$ cat config.mk
export PLATFORM = sky130hd
export DESIGN_NAME = histogram_auto_exposure
export DESIGN_NICKNAME = d
export VERILOG_FILES = /design/src/design/hae_pkg.sv /design/src/design/hae_ctrl.sv /design/src/design/hae_datapath.sv /design/src/design/histogram_auto_exposure.sv
export SDC_FILE = /design/constraint.sdc
export NUM_CORES = 2
export LEC_CHECK = 0
export BUFFER_PORTS_ARGS = -buffer_cell sky130_fd_sc_hd__buf_2
export CAP_MARGIN = 10
export CELL_PAD_IN_SITES_DETAIL_PLACEMENT = 0
export CELL_PAD_IN_SITES_GLOBAL_PLACEMENT = 1
export CORE_MARGIN = 3
export CORE_UTILIZATION = 39
export CTS_CLUSTER_SIZE = 28
export DETAILED_ROUTE_END_ITERATION = 16
export PLACE_DENSITY_LB_ADDON = 0.1
export REMOVE_ABC_BUFFERS = 1
export SLEW_MARGIN = 20
export SYNTH_ARGS = -nofsm -noshare
export SYNTH_HDL_FRONTEND = slang
export SYNTH_HIERARCHICAL = 1
export SYNTH_SLANG_ARGS = --single-unit
$ cat constraint.sdc
create_clock -name clk -period 10.8 [get_ports clk]
set_input_delay 0.54 -clock clk [delete_from_list [all_inputs] [get_ports clk]]
set_output_delay 0.54 -clock clk [all_outputs]
set_load 0.1 [all_outputs]
$ cat src/design/hae_pkg.sv
// Package for the histogram auto exposure block: default sizes, field widths,
// register codes, controller/datapath command and status structs, exp table.
// No dependencies.
package hae_pkg;

    localparam int DEFAULT_BIN_COUNT  = 64;
    localparam int DEFAULT_COUNT_BITS = 22;

    localparam int GRAY_BITS    = 8;
    localparam int SHUTTER_BITS = 24;
    localparam int GAIN_BITS    = 8;
    localparam int LEVEL_BITS   = 6;
    localparam int EXP_ENTRIES  = 64;
    localparam int EXP_BITS     = 17;

    localparam int CFG_INDEX_BITS = 2;
    localparam int CFG_DATA_BITS  = 24;

    localparam logic [CFG_INDEX_BITS-1:0] REG_MANUAL_MODE    = 2'd0;
    localparam logic [CFG_INDEX_BITS-1:0] REG_MANUAL_SHUTTER = 2'd1;
    localparam logic [CFG_INDEX_BITS-1:0] REG_LOOP_GAIN      = 2'd2;

    localparam logic [GAIN_BITS-1:0] GAIN_RESET = 8'd128;

    // exp(0.55) in Q16 and exp(-1/64) in Q30
    localparam logic [63:0] EXP_AT_ZERO    = 64'd113590;
    localparam logic [63:0] STEP_RATIO_Q30 = 64'd1057095000;

    typedef logic [EXP_BITS-1:0] exp_q16_t;
    typedef exp_q16_t exp_table_t [EXP_ENTRIES];

    typedef struct packed {
        logic pix_accept;   // pixel transfer on the input side
        logic scan_clr;     // restart scan address and accumulator
        logic scan_rd;      // read next bin for the scan
        logic mul1_en;      // shutter * gain, exp factor lookup
        logic mul2_en;      // times exp factor
        logic hist_clr;     // drop the histogram and pixel count
        logic load_out;     // load the output register
    } hae_cmd_t;

    typedef struct packed {
        logic scan_last;    // scan address points at the top bin
        logic out_free;     // output register empty or being drained
    } hae_status_t;

    // exp(0.55 - k/64) in unsigned Q16, built by repeated rounded scaling
    function automatic exp_table_t build_exp_table();
        exp_table_t tbl;
        logic [63:0] e;
        e = EXP_AT_ZERO;
        for (int k = 0; k < EXP_ENTRIES; k++)
        begin
            tbl[k] = e[EXP_BITS-1:0];
            e = (e * STEP_RATIO_Q30 + 64'd536870912) >> 30;
        end
        return tbl;
    endfunction

    localparam exp_table_t EXP_TABLE = build_exp_table();

endpackage

$ cat src/design/hae_ctrl.sv
// Controller for the histogram auto exposure block: sequences pixel intake,
// bin scan, the two multiplier steps and the result hand-off.
// Depends on hae_pkg.
module hae_ctrl
    import hae_pkg::*;
(
    input  logic        clk,
    input  logic        rst_n,
    input  logic        in_valid,
    input  logic        in_last,
    output logic        in_ready,
    input  hae_status_t status,
    output hae_cmd_t    cmd
);

    typedef enum logic [6:0] {
        ST_IDLE  = 7'b0000001,
        ST_DRAIN = 7'b0000010,
        ST_SCAN  = 7'b0000100,
        ST_FLUSH = 7'b0001000,
        ST_MUL1  = 7'b0010000,
        ST_MUL2  = 7'b0100000,
        ST_OUT   = 7'b1000000
    } state_t;

    state_t state_reg;
    state_t state_next;

    assign in_ready = (state_reg == ST_IDLE);

    always_comb
    begin
        state_next = state_reg;
        cmd        = '0;
        unique case (state_reg)
            ST_IDLE:
            begin
                cmd.pix_accept = in_valid;
                if (in_valid && in_last)
                begin
                    state_next = ST_DRAIN;
                end
            end
            ST_DRAIN:
            begin
                // last pixel's bin write lands here; scan starts after it
                cmd.scan_clr = 1'b1;
                state_next   = ST_SCAN;
            end
            ST_SCAN:
            begin
                cmd.scan_rd = 1'b1;
                if (status.scan_last)
                begin
                    state_next = ST_FLUSH;
                end
            end
            ST_FLUSH:
            begin
                state_next = ST_MUL1;
            end
            ST_MUL1:
            begin
                cmd.mul1_en  = 1'b1;
                cmd.hist_clr = 1'b1;
                state_next   = ST_MUL2;
            end
            ST_MUL2:
            begin
                cmd.mul2_en = 1'b1;
                state_next  = ST_OUT;
            end
            ST_OUT:
            begin
                if (status.out_free)
                begin
                    cmd.load_out = 1'b1;
                    state_next   = ST_IDLE;
                end
            end
            default:
            begin
                state_next = ST_IDLE;
            end
        endcase
    end

    always_ff @(posedge clk or negedge rst_n)
    begin
        if (!rst_n)
        begin
            state_reg <= ST_IDLE;
        end
        else
        begin
            state_reg <= state_next;
        end
    end

endmodule

$ cat src/design/hae_datapath.sv
// Datapath for the histogram auto exposure block: config registers, bin memory
// with read-modify-write forwarding, percentile scan, shutter math, output register.
// Depends on hae_pkg.
module hae_datapath
    import hae_pkg::*;
#(
    parameter int BIN_COUNT  = DEFAULT_BIN_COUNT,
    parameter int COUNT_BITS = DEFAULT_COUNT_BITS
)
(
    input  logic                      clk,
    input  logic                      rst_n,
    input  hae_cmd_t                  cmd,
    output hae_status_t               status,
    input  logic                      cfg_write,
    input  logic [CFG_INDEX_BITS-1:0] cfg_index,
    input  logic [CFG_DATA_BITS-1:0]  cfg_data,
    input  logic [GRAY_BITS-1:0]      gray_pixel,
    input  logic [SHUTTER_BITS-1:0]   current_shutter,
    input  logic                      last_pixel,
    input  logic                      out_ready,
    output logic                      out_valid,
    output logic [SHUTTER_BITS-1:0]   new_shutter,
    output logic [LEVEL_BITS-1:0]     level_bin
);

    localparam int BIN_BITS   = $clog2(BIN_COUNT);
    localparam int TOTAL_BITS = COUNT_BITS + 1;
    localparam int ACC_BITS   = COUNT_BITS + BIN_BITS;
    localparam int CMP_BITS   = ACC_BITS + 3;
    localparam int P1_BITS    = SHUTTER_BITS + GAIN_BITS;
    localparam int F_BITS     = EXP_BITS + 1;
    localparam int P2_BITS    = P1_BITS + 1 + F_BITS;
    localparam int SUM_BITS   = P2_BITS + 1;
    localparam int Q_BITS     = SUM_BITS - SHUTTER_BITS;

    localparam logic signed [SUM_BITS-1:0] ROUND_HALF = SUM_BITS'(64'd8388608);
    localparam logic signed [F_BITS-1:0]   ONE_Q16    = F_BITS'(65536);

    // configuration
    logic                    manual_mode_reg;
    logic [SHUTTER_BITS-1:0] manual_shutter_reg;
    logic [GAIN_BITS-1:0]    loop_gain_reg;

    always_ff @(posedge clk or negedge rst_n)
    begin
        if (!rst_n)
        begin
            manual_mode_reg    <= 1'b0;
            manual_shutter_reg <= '0;
            loop_gain_reg      <= GAIN_RESET;
        end
        else if (cfg_write)
        begin
            unique case (cfg_index)
                REG_MANUAL_MODE:    manual_mode_reg    <= cfg_data[0];
                REG_MANUAL_SHUTTER: manual_shutter_reg <= cfg_data[SHUTTER_BITS-1:0];
                REG_LOOP_GAIN:      loop_gain_reg      <= cfg_data[GAIN_BITS-1:0];
                default:            ;
            endcase
        end
    end

    // histogram memory; an entry whose valid bit is low reads as zero
    logic [COUNT_BITS-1:0] hist_mem [BIN_COUNT];
    logic [BIN_COUNT-1:0]  hist_vld_reg;
    logic [COUNT_BITS-1:0] rd_data_reg;
    logic                  rd_vld_reg;

    logic [BIN_BITS+GRAY_BITS-1:0] bin_wide;
    logic [BIN_BITS-1:0]           pix_bin;
    logic [BIN_BITS-1:0]           rd_addr;

    logic                  p_vld_reg;
    logic [BIN_BITS-1:0]   p_bin_reg;
    logic                  wr_vld_reg;
    logic [BIN_BITS-1:0]   wr_bin_reg;
    logic [COUNT_BITS-1:0] wr_val_reg;
    logic [COUNT_BITS-1:0] cur_count;
    logic [COUNT_BITS-1:0] inc_count;
    logic [TOTAL_BITS-1:0] total_reg;

    logic [BIN_BITS-1:0]   scan_addr_reg;
    logic [BIN_BITS-1:0]   scan_idx_reg;
    logic                  sdat_vld_reg;
    logic [ACC_BITS-1:0]   acc_reg;
    logic [ACC_BITS-1:0]   acc_next;
    logic [CMP_BITS-1:0]   acc_x5;
    logic [CMP_BITS-1:0]   total_x4;
    logic                  found_reg;
    logic [BIN_BITS-1:0]   level_reg;

    assign bin_wide = {gray_pixel, {BIN_BITS{1'b0}}};
    assign pix_bin  = bin_wide[BIN_BITS+GRAY_BITS-1:GRAY_BITS];
    assign rd_addr  = cmd.scan_rd ? scan_addr_reg : pix_bin;

    // forward the write of the previous cycle when the same bin comes back
    always_comb
    begin
        if (wr_vld_reg && (wr_bin_reg == p_bin_reg))
        begin
            cur_count = wr_val_reg;
        end
        else if (rd_vld_reg)
        begin
            cur_count = rd_data_reg;
        end
        else
        begin
            cur_count = '0;
        end
        inc_count = (cur_count == {COUNT_BITS{1'b1}}) ? cur_count
                                                      : cur_count + 1'b1;
    end

    always_ff @(posedge clk)
    begin
        if (p_vld_reg)
        begin
            hist_mem[p_bin_reg] <= inc_count;
        end
        rd_data_reg <= hist_mem[rd_addr];
    end

    always_ff @(posedge clk)
    begin
        p_bin_reg  <= pix_bin;
        wr_bin_reg <= p_bin_reg;
        wr_val_reg <= inc_count;
    end

    always_ff @(posedge clk or negedge rst_n)
    begin
        if (!rst_n)
        begin
            hist_vld_reg <= '0;
            rd_vld_reg   <= 1'b0;
            p_vld_reg    <= 1'b0;
            wr_vld_reg   <= 1'b0;
            total_reg    <= '0;
        end
        else
        begin
            rd_vld_reg <= hist_vld_reg[rd_addr];
            p_vld_reg  <= cmd.pix_accept;
            wr_vld_reg <= p_vld_reg && !cmd.hist_clr;
            if (cmd.hist_clr)
            begin
                hist_vld_reg <= '0;
                total_reg    <= '0;
            end
            else
            begin
                if (p_vld_reg)
                begin
                    hist_vld_reg[p_bin_reg] <= 1'b1;
                end
                if (cmd.pix_accept && (total_reg != {TOTAL_BITS{1'b1}}))
                begin
                    total_reg <= total_reg + 1'b1;
                end
            end
        end
    end

    // scan: running sum against 80 percent of the pixel count
    assign acc_next = acc_reg + ACC_BITS'(rd_vld_reg ? rd_data_reg : '0);
    assign acc_x5   = (CMP_BITS'(acc_next) << 2) + CMP_BITS'(acc_next);
    assign total_x4 = CMP_BITS'(total_reg) << 2;

    always_ff @(posedge clk)
    begin
        scan_idx_reg <= scan_addr_reg;
    end

    always_ff @(posedge clk or negedge rst_n)
    begin
        if (!rst_n)
        begin
            scan_addr_reg <= '0;
            sdat_vld_reg  <= 1'b0;
            acc_reg       <= '0;
            found_reg     <= 1'b0;
            level_reg     <= '0;
        end
        else
        begin
            sdat_vld_reg <= cmd.scan_rd;
            if (cmd.scan_clr)
            begin
                scan_addr_reg <= '0;
                acc_reg       <= '0;
                found_reg     <= 1'b0;
                level_reg     <= '0;
            end
            else
            begin
                if (cmd.scan_rd)
                begin
                    scan_addr_reg <= scan_addr_reg + 1'b1;
                end
                if (sdat_vld_reg && !found_reg)
                begin
                    acc_reg <= acc_next;
                    if (acc_x5 > total_x4)
                    begin
                        found_reg <= 1'b1;
                        level_reg <= scan_idx_reg;
                    end
                end
            end
        end
    end

    // shutter * (gain * (exp - 1) + 1), two registered multiplies
    logic [SHUTTER_BITS-1:0]        shutter_reg;
    logic [P1_BITS-1:0]             prod1_reg;
    logic signed [F_BITS-1:0]       f_reg;
    logic signed [P2_BITS-1:0]      prod2_reg;
    logic [BIN_BITS+5:0]            k_wide;
    logic [LEVEL_BITS-1:0]          k_idx;
    logic [BIN_BITS+5:0]            lvl_ext;
    logic signed [SUM_BITS-1:0]     sum;
    logic [Q_BITS-1:0]              quot;
    logic [SHUTTER_BITS-1:0]        auto_shutter;

    assign k_wide  = {level_reg, 6'b0} >> BIN_BITS;
    assign k_idx   = k_wide[LEVEL_BITS-1:0];
    assign lvl_ext = {6'b0, level_reg};

    always_comb
    begin
        sum = $signed({{(SUM_BITS-SHUTTER_BITS-24){1'b0}}, shutter_reg, 24'b0})
            + SUM_BITS'(prod2_reg) + ROUND_HALF;
        quot = sum[SUM_BITS-1] ? '0 : sum[SUM_BITS-1:SUM_BITS-Q_BITS];
        if (|quot[Q_BITS-1:SHUTTER_BITS])
        begin
            auto_shutter = {SHUTTER_BITS{1'b1}};
        end
        else
        begin
            auto_shutter = quot[SHUTTER_BITS-1:0];
        end
    end

    always_ff @(posedge clk)
    begin
        if (cmd.pix_accept && last_pixel)
        begin
            shutter_reg <= current_shutter;
        end
        if (cmd.mul1_en)
        begin
            prod1_reg <= P1_BITS'(shutter_reg) * P1_BITS'(loop_gain_reg);
            f_reg     <= $signed({1'b0, EXP_TABLE[k_idx]}) - ONE_Q16;
        end
        if (cmd.mul2_en)
        begin
            prod2_reg <= $signed({1'b0, prod1_reg}) * f_reg;
        end
        if (cmd.load_out)
        begin
            new_shutter <= manual_mode_reg ? manual_shutter_reg : auto_shutter;
            level_bin   <= lvl_ext[LEVEL_BITS-1:0];
        end
    end

    always_ff @(posedge clk or negedge rst_n)
    begin
        if (!rst_n)
        begin
            out_valid <= 1'b0;
        end
        else if (cmd.load_out)
        begin
            out_valid <= 1'b1;
        end
        else if (out_ready)
        begin
            out_valid <= 1'b0;
        end
    end

    assign status = '{scan_last: (scan_addr_reg == BIN_BITS'(BIN_COUNT - 1)),
                      out_free:  (!out_valid || out_ready)};

    // scan reads and pixel writes share the memory port: never together
    assert property (@(posedge clk) disable iff (!rst_n)
        cmd.scan_rd |-> !p_vld_reg && !cmd.pix_accept)
        else $error("scan read overlaps pixel update");

    assert property (@(posedge clk) disable iff (!rst_n)
        cmd.hist_clr |=> (total_reg == '0) && (hist_vld_reg == '0))
        else $error("histogram not cleared");

    assert property (@(posedge clk) disable iff (!rst_n)
        cmd.load_out |-> !out_valid || out_ready)
        else $error("pending result overwritten");

    assert property (@(posedge clk) disable iff (!rst_n)
        found_reg && !cmd.scan_clr |=> found_reg && $stable(level_reg))
        else $error("scan level changed after hit");

endmodule

$ cat src/design/histogram_auto_exposure.sv
// Histogram percentile auto exposure. Pixels: one transfer per cycle while
// collecting. After the last pixel the bins are scanned, one per cycle, from
// the bin memory read port; the result then goes through the flush, mul1 and
// mul2 states, and input stays stalled until it is loaded for output.
// Reset (rst_n, async, active low) empties the histogram and loads register
// defaults: auto mode, manual shutter 0, loop gain 128.
module histogram_auto_exposure
    import hae_pkg::*;
#(
    parameter int BIN_COUNT  = DEFAULT_BIN_COUNT,   // power of two, 16..256
    parameter int COUNT_BITS = DEFAULT_COUNT_BITS
)
(
    input  logic                      clk,
    input  logic                      rst_n,
    input  logic                      s_axis_tvalid,
    output logic                      s_axis_tready,
    input  logic [31:0]               s_axis_tdata,  // gray_pixel, current_shutter
    input  logic                      s_axis_tlast,  // last_pixel
    output logic                      m_axis_tvalid,
    input  logic                      m_axis_tready,
    output logic [31:0]               m_axis_tdata,  // new_shutter, level_bin, 2'b0
    input  logic                      cfg_valid,
    output logic                      cfg_ready,
    input  logic [CFG_INDEX_BITS-1:0] cfg_index,
    input  logic [CFG_DATA_BITS-1:0]  cfg_data
);

    hae_cmd_t                cmd;
    hae_status_t             status;
    logic [SHUTTER_BITS-1:0] new_shutter;
    logic [LEVEL_BITS-1:0]   level_bin;

    assign cfg_ready    = 1'b1;
    assign m_axis_tdata = {2'b0, level_bin, new_shutter};

    hae_ctrl u_ctrl (
        .clk      (clk),
        .rst_n    (rst_n),
        .in_valid (s_axis_tvalid),
        .in_last  (s_axis_tlast),
        .in_ready (s_axis_tready),
        .status   (status),
        .cmd      (cmd)
    );

    hae_datapath #(
        .BIN_COUNT  (BIN_COUNT),
        .COUNT_BITS (COUNT_BITS)
    ) u_datapath (
        .clk             (clk),
        .rst_n           (rst_n),
        .cmd             (cmd),
        .status          (status),
        .cfg_write       (cfg_valid && cfg_ready),
        .cfg_index       (cfg_index),
        .cfg_data        (cfg_data),
        .gray_pixel      (s_axis_tdata[GRAY_BITS-1:0]),
        .current_shutter (s_axis_tdata[GRAY_BITS+SHUTTER_BITS-1:GRAY_BITS]),
        .last_pixel      (s_axis_tlast),
        .out_ready       (m_axis_tready),
        .out_valid       (m_axis_tvalid),
        .new_shutter     (new_shutter),
        .level_bin       (level_bin)
    );

endmodule
==> results.md <==
* Worst-case hold slack at 132 ps
* Worst path arrival time at 8520 ps
* Critical path type: flip-flop to flip-flop
* Drt drc at 0
* Average wire per standard cell at 24.6 um
* Crit path largest cell delay at 940 ps
* Number of antenna violations at the first check in global routing at 4
* Leakage at 40.9 nW
* First drt pass iteration count at 5
* Max-capacitance violation count at 0
* CTS Sinks at 1774
* Yosys cell types at 118
* Number of gates given a new drive strength after cts at 0
* Share of flip-flops with an asynchronous set or reset at 9.75%
* Total Wirelength at 263 mm
* Total standard cell area after synthesis at 97300 um^2
* Capture endpoint of the worst hold path: u_datapath/manual_mode_reg
* Maximum number of pins on one net before global-route repair at 113
* Final count of hold timing violations at 0
* Launch point of the worst hold path: cfg_index[1]
* Reg clk slew, reported paths at 60 ps
* Max Freq at 0.129 GHz
* Predominant post-synthesis flop cell: sky130_fd_sc_hd__edfxtp_1
* Global-route wire length before repair at 397 mm
* Vias at 56915
* Worst Max-Slew Pin Slew at 1150 ps
* R2r endpoint: u_datapath/k_idx[0]
* Outcome: completed
* Final-report setup violation count at 0
* Endpoint type of the worst setup path: flip-flop
* Remaining max-slew budget at the tightest pin at 23.2%
* Post-route clock skew at 65.8 ps
* Die width at 505 um
* Flip-flop count of the largest register after layout at 1408
* Initial DRC Count at 4263
* Final worst-path setup slack at 3040 ps
* Number of slew-limit violations in the final report at 0
* Peak supply drop at 0.187 mV
* Flop2flop setup slack at 3040 ps
* Req. time, crit path at 11550 ps
* Number of buffers created by CTS at 189
* Io pins at 99
* Root Buffer Master: sky130_fd_sc_hd__clkbuf_16
* Number of flip-flops and latches in the synthesized netlist at 1774
* Mean Syn Cell Area at 13.8 um^2
* Number of stages on the worst hold path at 4
* H-tree levels at 4
* Setup repair after global routing missed its margin: false
* Gr ovfl total at 0
* Pre-CTS WS at 2970 ps
* Floorplan die height at 505 um
* Routability congestion estimate at 0.795
* Initial standard-cell utilization of the core at 39.4%
* CP startpoint kind: flip-flop
* Post-Synthesis Cells at 7062
* Yosys warning count at 6
* Number of I/O port buffers at 93
* Via-per-instance ratio at 5.32
* Number of core rows at 182
* Final net count at 8214
* Total core area at 247000 um^2
* TritonCTS clock tree: done
* Crit-path max FO at 22
* Vias in the first global route at 60141
* Maximum clock insertion buffer count at 3
* Power density over cell area at 183 nW/um^2
* Sequential-to-total area share from yosys stat at 53.2%
* Period utilization at 71.9%
* Die ar. at 255000 um^2
* Hold WC Path Type: input pin to flip-flop
* Fin Setup TNS at 0 ps
* Count of flip-flops with a built-in enable after synthesis at 1539
* R2R depth at 29
* Area added between synthesis and finish at 12.2%
* Clock period minus final worst setup slack at 7760 ps
* Start of the worst register-to-register path: u_datapath/rd_vld_reg
* Global Route Usage Sum at 20.7%
* Count of antenna-violating nets left after detailed routing at 0
* Fraction of final layout cells with drive strength greater than 1 at 15.4%
* Detailed-placement wirelength estimate at 167 mm
* Later-pin clock latency in the skew report at 820 ps
* Slowest stage cell on the critical path: sky130_fd_sc_hd__o41ai_2
cells in the mapped netlist (6+ instances only):
library cell / count / area, um^2
sky130_fd_sc_hd__o221ai_1: 7 / 61.3
sky130_fd_sc_hd__buf_6: 8 / 90.1
sky130_fd_sc_hd__nand3b_1: 11 / 82.6
sky130_fd_sc_hd__a22o_1: 6 / 52.6
sky130_fd_sc_hd__buf_2: 44 / 220
sky130_fd_sc_hd__nor3_1: 32 / 160
sky130_fd_sc_hd__a21boi_0: 8 / 60.1
sky130_fd_sc_hd__a311oi_1: 52 / 455
sky130_fd_sc_hd__clkbuf_1: 262 / 983
sky130_fd_sc_hd__o21a_1: 20 / 150
sky130_fd_sc_hd__inv_1: 699 / 2620
sky130_fd_sc_hd__a21o_1: 71 / 533
sky130_fd_sc_hd__nand4_1: 22 / 138
sky130_fd_sc_hd__fa_1: 614 / 12300
sky130_fd_sc_hd__a21oi_1: 215 / 1080
sky130_fd_sc_hd__mux4_2: 371 / 8360
sky130_fd_sc_hd__nand3_1: 54 / 270
sky130_fd_sc_hd__buf_1: 37 / 139
sky130_fd_sc_hd__ha_1: 319 / 3990
sky130_fd_sc_hd__or3_1: 15 / 93.8
sky130_fd_sc_hd__a211oi_1: 137 / 1030
sky130_fd_sc_hd__o211ai_1: 22 / 165
sky130_fd_sc_hd__a221oi_1: 6 / 52.6
sky130_fd_sc_hd__dfrtp_1: 171 / 4280
sky130_fd_sc_hd__nor2_1: 364 / 1370
sky130_fd_sc_hd__a2bb2oi_2: 20 / 300
sky130_fd_sc_hd__nor4_1: 12 / 75.1
sky130_fd_sc_hd__nor3b_1: 7 / 52.6
sky130_fd_sc_hd__o21ai_0: 96 / 480
sky130_fd_sc_hd__mux2_2: 41 / 462
sky130_fd_sc_hd__nor2b_1: 32 / 200
sky130_fd_sc_hd__xnor2_1: 111 / 972
sky130_fd_sc_hd__nand2_1: 848 / 3180
sky130_fd_sc_hd__a31oi_1: 67 / 419
sky130_fd_sc_hd__o21bai_1: 21 / 158
sky130_fd_sc_hd__and2_1: 358 / 2240
sky130_fd_sc_hd__buf_4: 7 / 52.6
sky130_fd_sc_hd__and3_1: 22 / 138
sky130_fd_sc_hd__edfxtp_1: 1539 / 46200
sky130_fd_sc_hd__nand2b_1: 40 / 250
sky130_fd_sc_hd__mux2i_1: 23 / 230
sky130_fd_sc_hd__dfxtp_1: 62 / 1240
sky130_fd_sc_hd__xor2_1: 44 / 385
how the worst max path moves through the flow:
stage	startpoint	endpoint	slack [ps]	cells after the start
final	u_datapath/rd_vld_reg	u_datapath/k_idx[0]	3040	29
after global routing	u_datapath/rd_vld_reg	u_datapath/k_idx[0]	2260	31
after CTS	u_datapath/rd_vld_reg	u_datapath/k_idx[1]	2930	29
after detailed placement	u_datapath/f_reg[0]	u_datapath/prod2_reg[48]	2970	22
after global placement	u_datapath/rd_vld_reg	u_datapath/k_idx[2]	2930	31
after floorplan	u_ctrl/state_reg[1]	u_datapath/rd_vld_reg	-12660	10
layer usage:
| layer | GRT usage, % | vias up | part of all wire [%] |
|---|---|---|---|
| li1 | - | 25424 | - |
| met1 | 27.8 | 29983 | 43 |
| met2 | 36.2 | 1234 | 51 |
| met3 | 2.62 | 274 | 4.4 |
| met4 | 3.92 | 0 | 1.7 |
| met5 | 0 | - | 0 |
repair_timing:
item	CTS	global route
setup buffers	0	0
hold endpoints to repair	128	0
hold buffers	57	0
area by class of cell:
type	instances	area, um^2
clock inverter	107	1100
tap	3312	4140
clock buffer	249	5160
fill	22491	138000
antenna	6	15.0
multi-input combinational	4229	41900
timing repair buffer	322	2460
sequential	1774	51800
inverter	701	2630
worst max-delay path, delay by kind of cell (launching register included):
family	cells	cell delay, ps
adder cells (fa/ha/maj)	4	1310
AO/OA/AOI/OAI	14	3970
flip-flops	1	600
AND/OR/NAND/NOR	8	1370
XOR/XNOR	2	320
multiplexers	1	130
where the power goes:
part | switching, mW | total [mW] | leakage (nW) | internal, mW
logic | 3.20 | 5.33 | 21.1 | 2.12
clock network | 2.79 | 6.51 | 3.05 | 3.72
registers | 0.160 | 8.15 | 16.8 | 7.99
total | 6.16 | 20.0 | 40.9 | 13.8
metrics by stage:
step                std cells  instance area [um^2]  total power, mW  util, %
CTS                     10692                109000             20.3     44.2
finish                  10700                109000             20.0     44.2
detailed placement      10279                102000             13.7     41.4
global placement        10279                102000             13.6     41.4
global route            10695                109000             21.2     44.2
floorplan                6704                 95800             12.4        -
layout by cell type, fill, tap and decap left out, types with 33 or more instances in the layout:
master                          netlist  routed
sky130_fd_sc_hd__edfxtp_1          1539    1539
sky130_fd_sc_hd__nand2_1            848     847
sky130_fd_sc_hd__inv_1              699     699
sky130_fd_sc_hd__fa_1               614     614
sky130_fd_sc_hd__mux4_2             371     371
sky130_fd_sc_hd__and2_1             358     358
sky130_fd_sc_hd__ha_1               319     319
sky130_fd_sc_hd__nor2_1             364     297
sky130_fd_sc_hd__a21oi_1            215     212
sky130_fd_sc_hd__clkbuf_16            0     193
sky130_fd_sc_hd__dfrtp_1            171     168
sky130_fd_sc_hd__buf_4                7     161
sky130_fd_sc_hd__a211oi_1           137     137
sky130_fd_sc_hd__xnor2_1            111      98
sky130_fd_sc_hd__o21ai_0             96      96
sky130_fd_sc_hd__buf_2               44      92
sky130_fd_sc_hd__a21o_1              71      71
sky130_fd_sc_hd__nor2_2               3      68
sky130_fd_sc_hd__a31oi_1             67      66
sky130_fd_sc_hd__dfxtp_1             62      62
sky130_fd_sc_hd__dlygate4sd3_1        1      57
sky130_fd_sc_hd__nand3_1             54      54
sky130_fd_sc_hd__a311oi_1            52      51
sky130_fd_sc_hd__clkbuf_1           262      44
sky130_fd_sc_hd__xor2_1              44      41
sky130_fd_sc_hd__nand2b_1            40      40
sky130_fd_sc_hd__clkinv_2             0      39
sky130_fd_sc_hd__mux2_2              41      39
sky130_fd_sc_hd__clkinv_1             2      33
cells by family after synthesis:
kind of cell / after synthesis / share of synthesized area [%]
fa+ha+maj: 933 / 16.7
mux: 438 / 9.34
compound gates: 841 / 6.16
other cells: 2 / 0.00772
xor+xnor: 156 / 1.41
buf+inv: 1060 / 4.24
simple gates: 1858 / 8.86
flops: 1774 / 53.2
Power figures use the tool's default switching activity.
